**config.mk**
```make
export PLATFORM = sky130hd
export DESIGN_NAME = ticket_gated_slot_allocator_core
export DESIGN_NICKNAME = d
export VERILOG_FILES = /design/src/rtl/tgsa_pkg.sv /design/src/rtl/ticket_gated_slot_allocator_core.sv
export SDC_FILE = /design/constraint.sdc
export NUM_CORES = 1
export LEC_CHECK = 0
export BUFFER_PORTS_ARGS = -buffer_cell sky130_fd_sc_hd__buf_4
export CAP_MARGIN = 20
export CORE_MARGIN = 5
export CORE_UTILIZATION = 34
export CTS_CLUSTER_DIAMETER = 60
export DETAILED_ROUTE_END_ITERATION = 8
export PLACE_DENSITY = 0.59
export SETUP_SLACK_MARGIN = 0.05
export SYNTH_ARGS = -nofsm -noshare
export SYNTH_HDL_FRONTEND = slang
export SYNTH_SLANG_ARGS = --single-unit
```
**constraint.sdc**
```tcl
create_clock -name clk -period 15.8 [get_ports clk]
set_input_delay 3.16 -clock clk [delete_from_list [all_inputs] [get_ports clk]]
set_output_delay 3.16 -clock clk [all_outputs]
set_load 0.005 [all_outputs]
```
**src/rtl/tgsa_pkg.sv**
```systemverilog
// ----------------------------------------------------------------------------
// tgsa_pkg
// Shared types and constants of the ticket-gated slot allocator.
// ----------------------------------------------------------------------------
`default_nettype none

package tgsa_pkg;

  localparam int SLOT_MAX_DEF = 16;

  localparam int KIND_W   = 2;
  localparam int TICKET_W = 64;
  localparam int OFFSET_W = 32;
  localparam int STATUS_W = 3;
  localparam int SCOUNT_W = 5;
  localparam int BSIZE_W  = 28;
  localparam int CFG_IDX_W = 1;

  localparam logic [SCOUNT_W-1:0] SCOUNT_RST = SCOUNT_W'(16);
  localparam logic [BSIZE_W-1:0]  BSIZE_RST  = BSIZE_W'(4096);

  // configuration register indexes
  localparam logic [CFG_IDX_W-1:0] CFG_SLOT_COUNT  = 1'b0;
  localparam logic [CFG_IDX_W-1:0] CFG_BUNDLE_SIZE = 1'b1;

  // request kinds
  localparam logic [KIND_W-1:0] KIND_DRAW    = 2'd0;
  localparam logic [KIND_W-1:0] KIND_ACQUIRE = 2'd1;
  localparam logic [KIND_W-1:0] KIND_RELEASE = 2'd2;
  localparam logic [KIND_W-1:0] KIND_NOP     = 2'd3;

  // result status codes
  localparam logic [STATUS_W-1:0] ST_OK             = 3'd0;
  localparam logic [STATUS_W-1:0] ST_GATE_CLOSED    = 3'd1;
  localparam logic [STATUS_W-1:0] ST_NO_SLOT        = 3'd2;
  localparam logic [STATUS_W-1:0] ST_BAD_OFFSET     = 3'd3;
  localparam logic [STATUS_W-1:0] ST_DOUBLE_RELEASE = 3'd4;

  typedef struct packed {
    logic [KIND_W-1:0]   kind;
    logic [TICKET_W-1:0] ticket;
    logic [OFFSET_W-1:0] bundle_offset;
  } in_t;

  typedef struct packed {
    logic [STATUS_W-1:0] status;
    logic [TICKET_W-1:0] ticket_out;
    logic [OFFSET_W-1:0] slot_offset;
  } out_t;

endpackage

`default_nettype wire

```
**src/rtl/ticket_gated_slot_allocator_core.sv**
```systemverilog
// sequence: draw, no-op and release with zero bundle size go straight to S_FIN;
//   acquire runs S_GATE (to S_FIN when closed), then S_SCAN from slot 0 upward;
//   release runs S_DIV (one quotient bit per cycle over the 32-bit offset) and S_RCHK
// throughput: one transaction at a time, set by the shared add/subtract unit
//   that runs the gate compare, the slot scan and the restoring divider
// reset: synchronous active-low; counters zero, all slots free, slot_count 16,
//   bundle_size 4096, no result pending
// ----------------------------------------------------------------------------
// ticket_gated_slot_allocator_core
// Fixed slot pool handed out under a ticket gate, with an iterative sequencer
// around one shared 64-bit add/subtract unit.
// ----------------------------------------------------------------------------
`default_nettype none

module ticket_gated_slot_allocator_core #(
  parameter int SLOT_MAX = tgsa_pkg::SLOT_MAX_DEF
) (
  input  wire logic                                clk,
  input  wire logic                                rst_n,
  input  wire logic                                in_valid,
  output logic                                     in_ready,
  input  wire tgsa_pkg::in_t                       in_data,
  output logic                                     out_valid,
  input  wire logic                                out_ready,
  output tgsa_pkg::out_t                           out_data,
  input  wire logic                                cfg_we,
  input  wire logic [tgsa_pkg::CFG_IDX_W-1:0]      cfg_index,
  input  wire logic [tgsa_pkg::BSIZE_W-1:0]        cfg_wdata
);

  localparam int CW  = $clog2(SLOT_MAX + 1);
  localparam int NW  = (CW > tgsa_pkg::SCOUNT_W) ? CW : tgsa_pkg::SCOUNT_W;
  localparam int SIW = (SLOT_MAX > 1) ? $clog2(SLOT_MAX) : 1;
  localparam int TW  = tgsa_pkg::TICKET_W;
  localparam int OW  = tgsa_pkg::OFFSET_W;
  localparam int BW  = tgsa_pkg::BSIZE_W;
  localparam int DCW = $clog2(OW);

  typedef enum logic [5:0] {
    S_IDLE = 6'b000001,
    S_GATE = 6'b000010,
    S_SCAN = 6'b000100,
    S_DIV  = 6'b001000,
    S_RCHK = 6'b010000,
    S_FIN  = 6'b100000
  } state_t;

  state_t                          state_r, state_nxt;
  logic [tgsa_pkg::SCOUNT_W-1:0]   slot_count_r, slot_count_nxt;
  logic [BW-1:0]                   bundle_r, bundle_nxt;
  logic [TW-1:0]                   draw_cnt_r, draw_cnt_nxt;
  logic [TW-1:0]                   release_cnt_r, release_cnt_nxt;
  logic [SLOT_MAX-1:0]             busy_r, busy_nxt;
  logic                            out_valid_r, out_valid_nxt;
  logic [NW-1:0]                   idx_r, idx_nxt;
  logic [DCW-1:0]                  div_cnt_r, div_cnt_nxt;

  logic [TW-1:0]                   ticket_r, ticket_nxt;
  logic [OW-1:0]                   acc_r, acc_nxt;
  logic [OW-1:0]                   quo_r, quo_nxt;
  logic [BW-1:0]                   rem_r, rem_nxt;
  tgsa_pkg::out_t                  res_r, res_nxt;
  tgsa_pkg::out_t                  out_r, out_nxt;

  logic [NW-1:0]                   n_act;
  logic [TW-1:0]                   alu_a, alu_b;
  logic                            alu_sub;
  logic [TW:0]                     alu_sum;
  logic [BW:0]                     trial;
  logic                            in_fire;

  // active slot count, saturated to the pool size
  assign n_act = (NW'(slot_count_r) > NW'(SLOT_MAX)) ? NW'(SLOT_MAX) : NW'(slot_count_r);

  assign trial   = {rem_r, quo_r[OW-1]};
  assign in_ready = (state_r == S_IDLE);
  assign in_fire  = in_valid && in_ready;
  assign out_valid = out_valid_r;
  assign out_data  = out_r;

  // shared add/subtract unit
  always_comb begin
    alu_a   = '0;
    alu_b   = '0;
    alu_sub = 1'b0;
    case (state_r)
      S_GATE: begin
        alu_a   = ticket_r;
        alu_b   = release_cnt_r;
        alu_sub = 1'b1;
      end
      S_SCAN: begin
        alu_a = TW'(acc_r);
        alu_b = TW'(bundle_r);
      end
      S_DIV: begin
        alu_a   = TW'(trial);
        alu_b   = TW'(bundle_r);
        alu_sub = 1'b1;
      end
      default: begin
        alu_a = '0;
      end
    endcase
    alu_sum = {1'b0, alu_a} + {1'b0, (alu_sub ? ~alu_b : alu_b)} + (TW + 1)'(alu_sub);
  end

  always_comb begin
    state_nxt       = state_r;
    slot_count_nxt  = slot_count_r;
    bundle_nxt      = bundle_r;
    draw_cnt_nxt    = draw_cnt_r;
    release_cnt_nxt = release_cnt_r;
    busy_nxt        = busy_r;
    out_valid_nxt   = out_valid_r;
    idx_nxt         = idx_r;
    div_cnt_nxt     = div_cnt_r;
    ticket_nxt      = ticket_r;
    acc_nxt         = acc_r;
    quo_nxt         = quo_r;
    rem_nxt         = rem_r;
    res_nxt         = res_r;
    out_nxt         = out_r;

    if (cfg_we) begin
      case (cfg_index)
        tgsa_pkg::CFG_SLOT_COUNT:  slot_count_nxt = cfg_wdata[tgsa_pkg::SCOUNT_W-1:0];
        tgsa_pkg::CFG_BUNDLE_SIZE: bundle_nxt = cfg_wdata;
        default:                   bundle_nxt = bundle_r;
      endcase
    end

    if (out_valid_r && out_ready) begin
      out_valid_nxt = 1'b0;
    end

    case (state_r)
      S_IDLE: begin
        if (in_fire) begin
          res_nxt     = '0;
          ticket_nxt  = in_data.ticket;
          idx_nxt     = '0;
          acc_nxt     = '0;
          rem_nxt     = '0;
          quo_nxt     = in_data.bundle_offset;
          div_cnt_nxt = '0;
          case (in_data.kind)
            tgsa_pkg::KIND_DRAW: begin
              res_nxt.ticket_out = draw_cnt_r;
              draw_cnt_nxt       = draw_cnt_r + TW'(1);
              state_nxt          = S_FIN;
            end
            tgsa_pkg::KIND_ACQUIRE: begin
              state_nxt = S_GATE;
            end
            tgsa_pkg::KIND_RELEASE: begin
              if (bundle_r == '0) begin
                res_nxt.status = tgsa_pkg::ST_BAD_OFFSET;
                state_nxt      = S_FIN;
              end else begin
                state_nxt = S_DIV;
              end
            end
            default: begin
              state_nxt = S_FIN;
            end
          endcase
        end
      end
      S_GATE: begin
        // distance of the ticket past the release count, modulo 2^64
        if (alu_sum[TW-1:0] >= TW'(n_act)) begin
          res_nxt.status = tgsa_pkg::ST_GATE_CLOSED;
          state_nxt      = S_FIN;
        end else begin
          state_nxt = S_SCAN;
        end
      end
      S_SCAN: begin
        if (idx_r >= n_act) begin
          res_nxt.status = tgsa_pkg::ST_NO_SLOT;
          state_nxt      = S_FIN;
        end else if (!busy_r[idx_r[SIW-1:0]]) begin
          busy_nxt[idx_r[SIW-1:0]] = 1'b1;
          res_nxt.slot_offset      = acc_r;
          state_nxt                = S_FIN;
        end else begin
          idx_nxt = idx_r + NW'(1);
          acc_nxt = alu_sum[OW-1:0];
        end
      end
      S_DIV: begin
        // restoring division, one quotient bit per cycle
        if (alu_sum[TW]) begin
          rem_nxt = alu_sum[BW-1:0];
          quo_nxt = {quo_r[OW-2:0], 1'b1};
        end else begin
          rem_nxt = trial[BW-1:0];
          quo_nxt = {quo_r[OW-2:0], 1'b0};
        end
        div_cnt_nxt = div_cnt_r + DCW'(1);
        if (div_cnt_r == DCW'(OW - 1)) begin
          state_nxt = S_RCHK;
        end
      end
      S_RCHK: begin
        if ((rem_r != '0) || (quo_r >= OW'(n_act))) begin
          res_nxt.status = tgsa_pkg::ST_BAD_OFFSET;
        end else if (!busy_r[quo_r[SIW-1:0]]) begin
          res_nxt.status = tgsa_pkg::ST_DOUBLE_RELEASE;
        end else begin
          busy_nxt[quo_r[SIW-1:0]] = 1'b0;
          release_cnt_nxt          = release_cnt_r + TW'(1);
        end
        state_nxt = S_FIN;
      end
      S_FIN: begin
        if (!out_valid_r || out_ready) begin
          out_nxt       = res_r;
          out_valid_nxt = 1'b1;
          state_nxt     = S_IDLE;
        end
      end
      default: begin
        state_nxt = S_IDLE;
      end
    endcase
  end

  always_ff @(posedge clk) begin
    if (!rst_n) begin
      state_r       <= S_IDLE;
      slot_count_r  <= tgsa_pkg::SCOUNT_RST;
      bundle_r      <= tgsa_pkg::BSIZE_RST;
      draw_cnt_r    <= '0;
      release_cnt_r <= '0;
      busy_r        <= '0;
      out_valid_r   <= 1'b0;
      idx_r         <= '0;
      div_cnt_r     <= '0;
    end else begin
      state_r       <= state_nxt;
      slot_count_r  <= slot_count_nxt;
      bundle_r      <= bundle_nxt;
      draw_cnt_r    <= draw_cnt_nxt;
      release_cnt_r <= release_cnt_nxt;
      busy_r        <= busy_nxt;
      out_valid_r   <= out_valid_nxt;
      idx_r         <= idx_nxt;
      div_cnt_r     <= div_cnt_nxt;
    end
  end

  always_ff @(posedge clk) begin
    ticket_r <= ticket_nxt;
    acc_r    <= acc_nxt;
    quo_r    <= quo_nxt;
    rem_r    <= rem_nxt;
    res_r    <= res_nxt;
    out_r    <= out_nxt;
  end

endmodule

`default_nettype wire

```
==> flow_metrics.py, run 1 <==
metrics = {
    "status": {
        "status": "completed",
    },
    "clock_network": {
        "root_buffer": "clkbuf_16",
        "cts.sinks": 548,
        "cts_buffers": 68,
        "cts.clk_slew.worst_paths_ps": 60,
        "clockBufferDepth": 3,
        "postCtsSetupRepairBufs": 0,
        "cts_tree": "built",
        "cts.repair.resized": 0,
        "ctsHoldBuffers": 0,
        "clk_latency_ps": 640,
        "cts_htree_levels": 3,
    },
    "global_route": {
        "grtUsageMet3_pct": 3.80,
        "grt_start_max_net_pins": 119,
        "grt-ovfl-total": 0,
        "antenna_found_initial": 11,
        "top_usage_layer": "met2",
        "grt_pass1_vias": 20105,
        "use_met2_pct": 29.1,
        "grt_first_pass_wirelength_um": 123000,
        "use_met1_pct": 25.5,
        "grtUsageTotal_pct": 18.4,
    },
    "critical_path": {
        "slowest_stage": "o41ai_2",
        "crit_type": "reg -> reg",
        "start_kind": "flop",
        "crit_path_max_fanout": 40,
        "cp.buffers_inverters": 2,
        "cp.arrival_ps": 6980,
        "cp_cell_sequence": "nor4b_4, buf_4, nand2_2, buf_4, o221ai_1, ha_1, nand4_1, nor4_1, a221oi_2, a21oi_1, o31ai_2, o41ai_2, o22ai_1, nor4_1, nand4_1, or4_1, nor4_2, a211oi_1",
        "cp_top_family": "simple AND/OR/NAND/NOR gates",
        "crit_required_ps": 16110,
        "max_stage_delay_ps": 620,
        "crit_path_end_kind": "flop",
    },
    "pwr": {
        "vdd_drop_max_uv": 87.5,
        "p_per_area_nw_per_um2": 113,
        "p_leak_nw": 12.4,
    },
    "synth": {
        "syn_area_per_cell_um2": 10.3,
        "synthSimpleGateAreaFrac_pct": 20.4,
        "synth.most_common_cell": "nand2_1",
        "synthAdderAreaFrac_pct": 4.14,
        "synthTopCellsByArea": "edfxtp_1 (39%), dfxtp_1 (14%), and2_1 (5.4%), nand2_1 (5.0%), xnor2_1 (4.4%)",
        "yosys_warnings": 0,
        "synth_top_area_share_pct": 38.8,
        "ys_seq_area_share_pct": 53.0,
        "ys_ff_latch": 548,
        "synth_top_flop_cell": "edfxtp_1",
        "synth-edff-count": 354,
        "syn_nets": 2873,
        "synthMuxAreaShare_pct": 1.75,
        "synth_cell_types": 80,
        "yosys-top-cells-count": "nand2_1 (362), edfxtp_1 (354), and2_1 (235)",
        "netlist_area_um2": 27400,
        "synth_xor_area_share_pct": 5.56,
        "synth_top_cell_by_area": "edfxtp_1",
        "synth-async-reset-ratio_pct": 0,
        "synth_top_family_by_area": "simple AND/OR/NAND/NOR gates",
        "synth-compound-area-share_pct": 12.3,
        "postSynthCellCount": 2651,
    },
    "job": {
        "maxCapViolCount": 0,
    },
    "sta": {
        "fin_skew_ps": 45.0,
        "slew_violations": 0,
        "period_share_pct": 42.2,
        "fmax_ghz": 0.150,
        "tightest_slew_ps": 1180,
        "rsz0062_at_grt": "no",
        "layout_min_cycle_time_ps": 6670,
        "whs_ps": 404,
        "setup_viol": 0,
        "worst_slew_margin_rel_pct": 21.4,
        "fin_tns_setup_ps": 0,
        "finalHoldViolations": 0,
    },
    "final_layout": {
        "nFillCells": 7905,
        "final_util_pct": 40.5,
        "multiInputGateArea_um2": 12100,
        "drive_gt1_share_pct": 14.2,
        "regArea_um2": 14500,
        "finalNetCount": 3061,
        "area_delta_synth_final_pct": 18.5,
    },
    "hold_path": {
        "hold_path_class": "reg -> reg",
    },
    "placement": {
        "gp_congestion": 0.957,
        "place_hpwl_um": 60200,
        "port_buffers": 232,
    },
    "floorplan": {
        "pin_count": 233,
        "die_h_um": 294,
        "die-area_um2": 86300,
        "rows": 104,
        "fp.coreArea_um2": 80200,
        "start_util_pct": 34.2,
        "die_w_um": 294,
    },
    "routing": {
        "drc": 0,
        "wl_um": 82300,
        "firstDrtPassIters": 5,
        "vias": 20702,
        "viasPerCell": 5.23,
        "wire_per_inst_um": 20.8,
        "drt_iter0_markers": 1651,
        "ant_nets": 0,
    },
}
==> worst paths after layout <==
check,start,end,slack [ps],cells after the start
setup / recovery,state_r[3],res_r[96],9130,18
hold / removal,res_r[50],out_data[50],400,0
setup reg to reg,state_r[3],res_r[96],9130,18
hold reg to reg,res_r[50],out_data[50],400,0
==> flip-flops by register name, summed over array words and instances (netlist names) <==
| signal | flops |
|---|---|
| acc_r | 32 |
| bundle_r | 28 |
| busy_r | 16 |
| div_cnt_r | 5 |
| draw_cnt_r | 64 |
| idx_r | 5 |
| out_data | 99 |
| out_valid | 1 |
| quo_r | 32 |
| release_cnt_r | 64 |
| rem_r | 28 |
| res_r | 99 |
| slot_count_r | 5 |
| state_r | 6 |
| ticket_r | 64 |
==> layout by cell type (no fill, tap or decap), types with 8 or more instances in the layout <==
cell	instances
a211oi_1	9
a21boi_0	56
a21o_1	24
a21oi_1	120
a221oi_1	33
a31oi_1	8
and2_1	235
and3_1	59
and4_1	20
buf_4	251
clkbuf_1	14
clkbuf_16	68
dfxtp_1	194
edfxtp_1	354
ha_1	88
inv_1	62
mux2i_1	23
mux4_2	10
nand2_1	360
nand2b_1	11
nand3_1	65
nand4_1	66
nor2_1	154
nor2b_1	16
nor3_1	23
nor4_1	30
o211ai_1	13
o21a_1	19
o21ai_0	129
o21bai_1	12
o221ai_1	30
or2_2	10
or3_1	16
xnor2_1	137
xor2_1	35
==> worst register-to-register path, stage by stage, from the launching register on <==
cell,delay (ps)
dfxtp_1,490
nor4b_4,80
buf_4,230
nand2_2,520
buf_4,460
o221ai_1,320
ha_1,540
nand4_1,240
nor4_1,290
a221oi_2,130
a21oi_1,460
o31ai_2,200
o41ai_2,620
o22ai_1,190
nor4_1,270
nand4_1,140
or4_1,520
nor4_2,430
a211oi_1,260
==> final cells by class <==
class | count | area share (%)
tap | 1060 | 4.09
clock inverter | 36 | 1.51
inverter | 63 | 0.744
sequential | 548 | 44.7
antenna | 5 | 0.0386
clock buffer | 87 | 5.60
timing repair buffer | 252 | 5.89
multi-input combinational | 1906 | 37.4
==> routing by layer <==
metal / part of all wire (%) / vias to the layer above
met1: 45 / 9919
met4: 2.9 / 12
met3: 7.0 / 126
met2: 45 / 674
li1: - / 9971
met5: 0.11 / -
==> through the flow <==
stage	worst slack [ps]	power (mW)	std cells	area, um^2
floorplan	7570	1.96	2651	27400
global placement	8740	2.12	3828	30100
detailed placement	8750	2.12	3828	30100
CTS	9300	3.70	3951	32400
global route	8730	3.81	3952	32400
finish	9130	3.66	3957	32400
==> kinds of logic after synthesis <==
kind of cell	count (synthesis)
AND/OR/NAND/NOR	1098
flip-flops	548
AO/OA/AOI/OAI	510
buffers and inverters	197
XOR/XNOR	173
adder cells (fa/ha/maj)	90
multiplexers	35
==> power breakdown <==
group	switching [mW]	internal [mW]
logic	0.226	0.104
clock network	0.657	0.908
registers	0.0641	1.70
Note: power is estimated with default switching activity, not from simulation.
==> run 2, diff against run 1 <==
- ABC_AREA: not set -> 1
- clock period: 15.8 -> 6.15 ns (I/O delays scaled with it)
==> flow_metrics.py, run 2 <==
metrics = {
    "status": {
        "status": "completed",
    },
    "floorplan": {
        "die_h_um": 306,
        "pin_count": 233,
        "die_w_um": 306,
        "start_util_pct": 34.3,
        "rows": 108,
        "fp.coreArea_um2": 86900,
        "die-area_um2": 93800,
    },
    "pwr": {
        "clkPwrFrac_pct": 42.5,
        "vdd_drop_max_uv": 212,
        "seq_power_share_pct": 48.5,
        "p_per_area_nw_per_um2": 260,
        "power.switching_mw": 2.30,
        "p_leak_nw": 14.6,
        "p_int_mw": 6.85,
        "total_power_mw": 9.14,
        "combPwrFrac_pct": 9.0,
        "switching_share_pct": 25.1,
    },
    "critical_path": {
        "start_kind": "flop",
        "cp.arrival_ps": 5980,
        "crit_required_ps": 6530,
        "crit_path_end_kind": "flop",
        "crit_path_max_fanout": 21,
        "crit_type": "reg -> reg",
    },
    "clock_network": {
        "cts_htree_levels": 2,
        "cts_tree": "built",
        "clk_latency_ps": 660,
        "cts_buffers": 61,
        "postCtsSetupRepairBufs": 0,
        "root_buffer": "clkbuf_16",
        "cts.sinks": 548,
        "clockBufferDepth": 3,
        "cts.repair.resized": 0,
        "cts.clk_slew.worst_paths_ps": 60,
        "ctsHoldBuffers": 0,
    },
    "routing": {
        "wl_met2_um": 43800,
        "ant_nets": 0,
        "wire_per_inst_um": 19.6,
        "viasPerCell": 5.10,
        "vias": 26512,
        "top_layer_used": "met5",
        "drt_iter0_markers": 2610,
        "firstDrtPassIters": 5,
        "drc": 0,
        "wl_met3_um": 8550,
        "met1Wirelength_um": 46200,
        "wl_um": 102000,
    },
    "synth": {
        "yosys_warnings": 0,
        "synth_cell_types": 59,
        "synth-async-reset-ratio_pct": 0,
        "postSynthCellCount": 3751,
        "ys_ff_latch": 548,
        "synth_top_area_share_pct": 35.6,
        "ys_seq_area_share_pct": 48.6,
        "netlist_area_um2": 29800,
        "synth.most_common_cell": "nand2_1",
        "syn_nets": 3973,
        "synth_top_flop_cell": "edfxtp_1",
        "synth_top_cell_by_area": "edfxtp_1",
        "synth-edff-count": 354,
        "synthTopCellsByArea": "edfxtp_1 (36%), dfxtp_1 (13%), nand2_1 (9.7%), inv_1 (8.4%), nor2_1 (5.3%)",
        "yosys-top-cells-count": "nand2_1 (772), inv_1 (665), nor2_1 (424)",
        "syn_area_per_cell_um2": 7.96,
    },
    "placement": {
        "placed_area_um2": 33000,
        "place_inst": 5083,
        "gp_congestion": 0.956,
        "dp_slack_ps": 758,
        "port_buffers": 232,
        "place_hpwl_um": 80400,
    },
    "global_route": {
        "grt_first_pass_wirelength_um": 152000,
        "grtUsageTotal_pct": 20.8,
        "antenna_found_initial": 4,
        "grt-ovfl-total": 0,
        "grt_pass1_vias": 24837,
        "grt_start_max_net_pins": 66,
    },
    "final_layout": {
        "finalNetCount": 4213,
        "final_util_pct": 40.5,
        "stdcell_area_um2": 35200,
        "fin_cells": 5202,
        "drive_gt1_share_pct": 10.4,
        "final_common_cell": "nand2_1",
        "nFillCells": 8942,
        "layout_common_cells": "nand2_1 (769), inv_1 (664), nor2_1 (422)",
        "area_delta_synth_final_pct": 17.8,
    },
    "sta": {
        "worst_slew_margin_rel_pct": 32.7,
        "setup_slack_ps": 545,
        "period_share_pct": 91.1,
        "setup_viol": 0,
        "fin_skew_ps": 41.0,
        "tightest_slew_ps": 1010,
        "whs_ps": 417,
        "finalHoldViolations": 0,
        "fmax_ghz": 0.178,
        "fin_tns_setup_ps": 0,
        "slew_violations": 0,
        "layout_min_cycle_time_ps": 5600,
        "rsz0062_at_grt": "no",
    },
    "job": {
        "maxCapViolCount": 0,
    },
    "hold_path": {
        "hold_path_class": "reg -> reg",
    },
}
run 2: changes by cell type after synthesis, sizes merged, moves of 55 or more:
cell and change:
inv +612, nand2 +419, nor2 +286, and2 -233, xnor2 -129, a21oi +106, nor3 +98, o21ai +92
nand3 +83, and3 -55
run 2: cells by family (layout without fill, tap and decap cells):
kind of cell	count (synthesis)	after routing	synth area share, %
fa+ha+maj	90	90	3.80
compound gates	623	623	11.8
xor+xnor	64	64	1.88
flops	548	548	48.6
other cells	0	3	0
simple gates	1665	1665	24.3
buf+inv	761	1054	9.57
run 2: area by class of cell:
type                       instances  area (um^2)  area share [%]
inverter                         679         2550            7.25
timing repair buffer             259         1970            5.60
antenna                            3         7.51          0.0214
multi-input combinational       2442        12500            35.6
clock inverter                    40          512            1.46
tap                             1155         1450            4.11
clock buffer                      76         1640            4.68
sequential                       548        14500            41.3
run 2: worst paths after layout:
| kind | from | endpoint | slack (ps) | cells past startpoint |
|---|---|---|---|---|
| setup / recovery | state_r[5] | res_r[96] | 550 | 23 |
| hold / removal | res_r[29] | out_data[29] | 420 | 0 |
| setup reg to reg | state_r[5] | res_r[96] | 550 | 23 |
| hold reg to reg | res_r[29] | out_data[29] | 420 | 0 |
run 2: power groups by stage:
stage | clock (mW) | combinational (mW) | sequential (mW)
floorplan | 0 | 0.457 | 4.47
finish | 3.89 | 0.822 | 4.43
global route | 4.15 | 0.901 | 4.46
global placement | 0 | 0.818 | 4.51
CTS | 3.99 | 0.825 | 4.44
detailed placement | 0 | 0.822 | 4.51
run 2: critical path: stages, from the launching register on:
cell       delay, ps
dfxtp_1          350
nor2_4           250
nand3_2          270
nand2_2          260
inv_1            410
o22ai_1          300
xor2_1           170
ha_1             310
a21oi_1          240
a21boi_0         490
o21bai_1         210
a21oi_1          220
nand2_1          180
nand3_1          170
nand3_1          100
xor2_1           140
nand2_1           90
nor2_1           230
nand2_1           80
nor2_1           150
buf_4            140
nand3_1          310
o2111ai_1        180
inv_1            110
run 2: metal layers:
metal	track usage, %	vias to the layer above
met5	0	-
met4	6.45	2
met3	4.76	148
met2	31.5	952
met1	29.6	12498
li1	-	12912
==> run 3, diff against run 2 <==
- CORE_ASPECT_RATIO: not set -> 0.5
==> flow_metrics.py, run 3 (synthesis results as in run 2) <==
metrics = {
    "critical_path": {
        "cp.arrival_ps": 6250,
        "crit_required_ps": 6510,
        "start_kind": "flop",
        "crit_path_max_fanout": 11,
        "crit_type": "reg -> reg",
        "rrSetupSlack_ps": 260,
        "crit_path_end_kind": "flop",
    },
    "final_layout": {
        "finalNetCount": 4203,
        "stdcell_area_um2": 34800,
        "drive_gt1_share_pct": 10.1,
        "area_delta_synth_final_pct": 16.7,
        "nFillCells": 8916,
        "layout_common_cells": "nand2_1 (770), inv_1 (664), nor2_1 (422)",
        "n_antenna_cell": 0,
        "final_common_cell": "nand2_1",
    },
    "floorplan": {
        "pin_count": 233,
        "rows": 76,
        "die_w_um": 429,
        "die_h_um": 220,
        "die-area_um2": 94200,
        "start_util_pct": 34.5,
        "fp.coreArea_um2": 86500,
    },
    "routing": {
        "viasPerCell": 5.08,
        "wl_um": 102000,
        "drc": 0,
        "wire_per_inst_um": 19.7,
        "firstDrtPassIters": 6,
        "vias": 26384,
        "ant_nets": 0,
        "drt_iter0_markers": 2662,
    },
    "job": {
        "maxCapViolCount": 0,
    },
    "clock_network": {
        "clockBufferDepth": 3,
        "cts.sinks": 548,
        "cts_tree": "built",
        "cts_htree_levels": 2,
        "root_buffer": "clkbuf_16",
        "postCtsSetupRepairBufs": 0,
        "cts.clk_slew.worst_paths_ps": 70,
        "cts_buffers": 52,
        "clk_latency_ps": 630,
        "ctsHoldBuffers": 0,
    },
    "sta": {
        "fin_tns_setup_ps": 0,
        "slew_violations": 0,
        "layout_min_cycle_time_ps": 5890,
        "tightest_slew_ps": 1070,
        "finalHoldViolations": 0,
        "fin_skew_ps": 36.6,
        "rsz0062_at_grt": "no",
        "setup_viol": 0,
        "worst_slew_margin_rel_pct": 28.8,
        "fmax_ghz": 0.170,
        "period_share_pct": 95.8,
    },
    "placement": {
        "placed_area_um2": 33000,
        "place_hpwl_um": 80900,
        "port_buffers": 232,
        "gp_congestion": 0.956,
    },
    "global_route": {
        "grt_pass1_vias": 25117,
        "grt_first_pass_wirelength_um": 152000,
        "antenna_found_initial": 0,
        "grt-ovfl-total": 0,
        "grt_start_max_net_pins": 79,
        "grtUsageTotal_pct": 20.9,
    },
    "pwr": {
        "vdd_drop_max_uv": 203,
        "p_per_area_nw_per_um2": 247,
        "p_leak_nw": 14.4,
        "total_power_mw": 8.62,
    },
    "hold_path": {
        "hold_path_class": "reg -> reg",
    },
    "status": {
        "status": "completed",
    },
}
-- run 3: cell count changes in the layout (fill, tap and decap cells not counted), moves of 2 or more --
cell / before / now
clkbuf_16: 62 / 52
clkinv_4: 1 / 3
o22ai_1: 33 / 23
clkbuf_8: 4 / 2
clkinv_1: 9 / 15
o22ai_2: 0 / 10
diode_2: 3 / 0
bufinv_16: 9 / 6
clkinv_2: 13 / 5
buf_4: 257 / 255
clkinvlp_4: 7 / 5
-- run 3: through the flow --
stage | instances | worst slack [ps] | hold WS, ps | util, %
final | 5194 | 258 | 386 | 40.2
after global routing | 5194 | 21.2 | 417 | 40.2
after CTS | 5193 | 290 | 390 | 40.1
after detailed placement | 5096 | 315 | 405 | 38.1
after global placement | 5096 | 148 | 403 | 38.1
after floorplan | 3751 | 209 | 400 | -
-- run 3: path summary, 6_finish.rpt --
| kind | endpoint | depth (start not counted) | from |
|---|---|---|---|
| max | res_r[96] | 24 | state_r[5] |
| min reg2reg | out_data[98] | 0 | res_r[98] |
| min | out_data[98] | 0 | res_r[98] |
| max reg2reg | res_r[96] | 24 | state_r[5] |
-- run 3: layer usage --
metal / wire, um / part of all wire [%] / vias to the layer above / global-route usage [%]
met5: 0 / 0 / - / 0
met4: 1500 / 1.5 / 0 / 3.46
met3: 8070 / 7.9 / 106 / 3.76
met2: 44400 / 44 / 950 / 32.6
met1: 48100 / 47 / 12474 / 30.8
li1: - / - / 12854 / -
-- run 3: worst max-delay path, stage by stage, from the launching register on --
cell and delay [ps]:
dfxtp_1 340, nor2_4 270, nand3_2 250, nand2_2 260, clkinvlp_4 340, o22ai_2 380
xor2_1 410, ha_1 390, nand2_1 140, inv_1 50, nand2_1 60, nand2_1 120
a21oi_1 370, o21ai_0 190, a21oi_1 320, xor2_2 360, nand3_1 230, nor2_1 130
nand3_1 70, nor2_1 100, nand4_1 80, nor2_1 300, nand3_1 220, o2111ai_1 120
inv_1 110
-- run 3: repair_timing --
item,4_1_cts,5_1_grt
gates resized for setup,0,14
hold endpoints to repair,0,0
setup endpoints to repair,0,5
-- run 3: area by class of cell --
cell class              instances  area [um^2]  share of cell area (%)
multi-input cells            2442        12600                    36.1
well taps                    1170         1460                    4.20
clock buffers                  63         1360                    3.91
repair buffers                257         1950                    5.61
clock inverters                34          383                    1.10
flip-flops and latches        548        14500                    41.7
inverters                     679         2550                    7.33
repair inverters                1         7.51                  0.0216
-- run 3: where the power goes --
group | switching, mW | internal [mW] | leakage, nW
registers | 0.127 | 4.31 | 4.96
clock network | 1.50 | 1.85 | 0.839
logic | 0.588 | 0.243 | 8.63
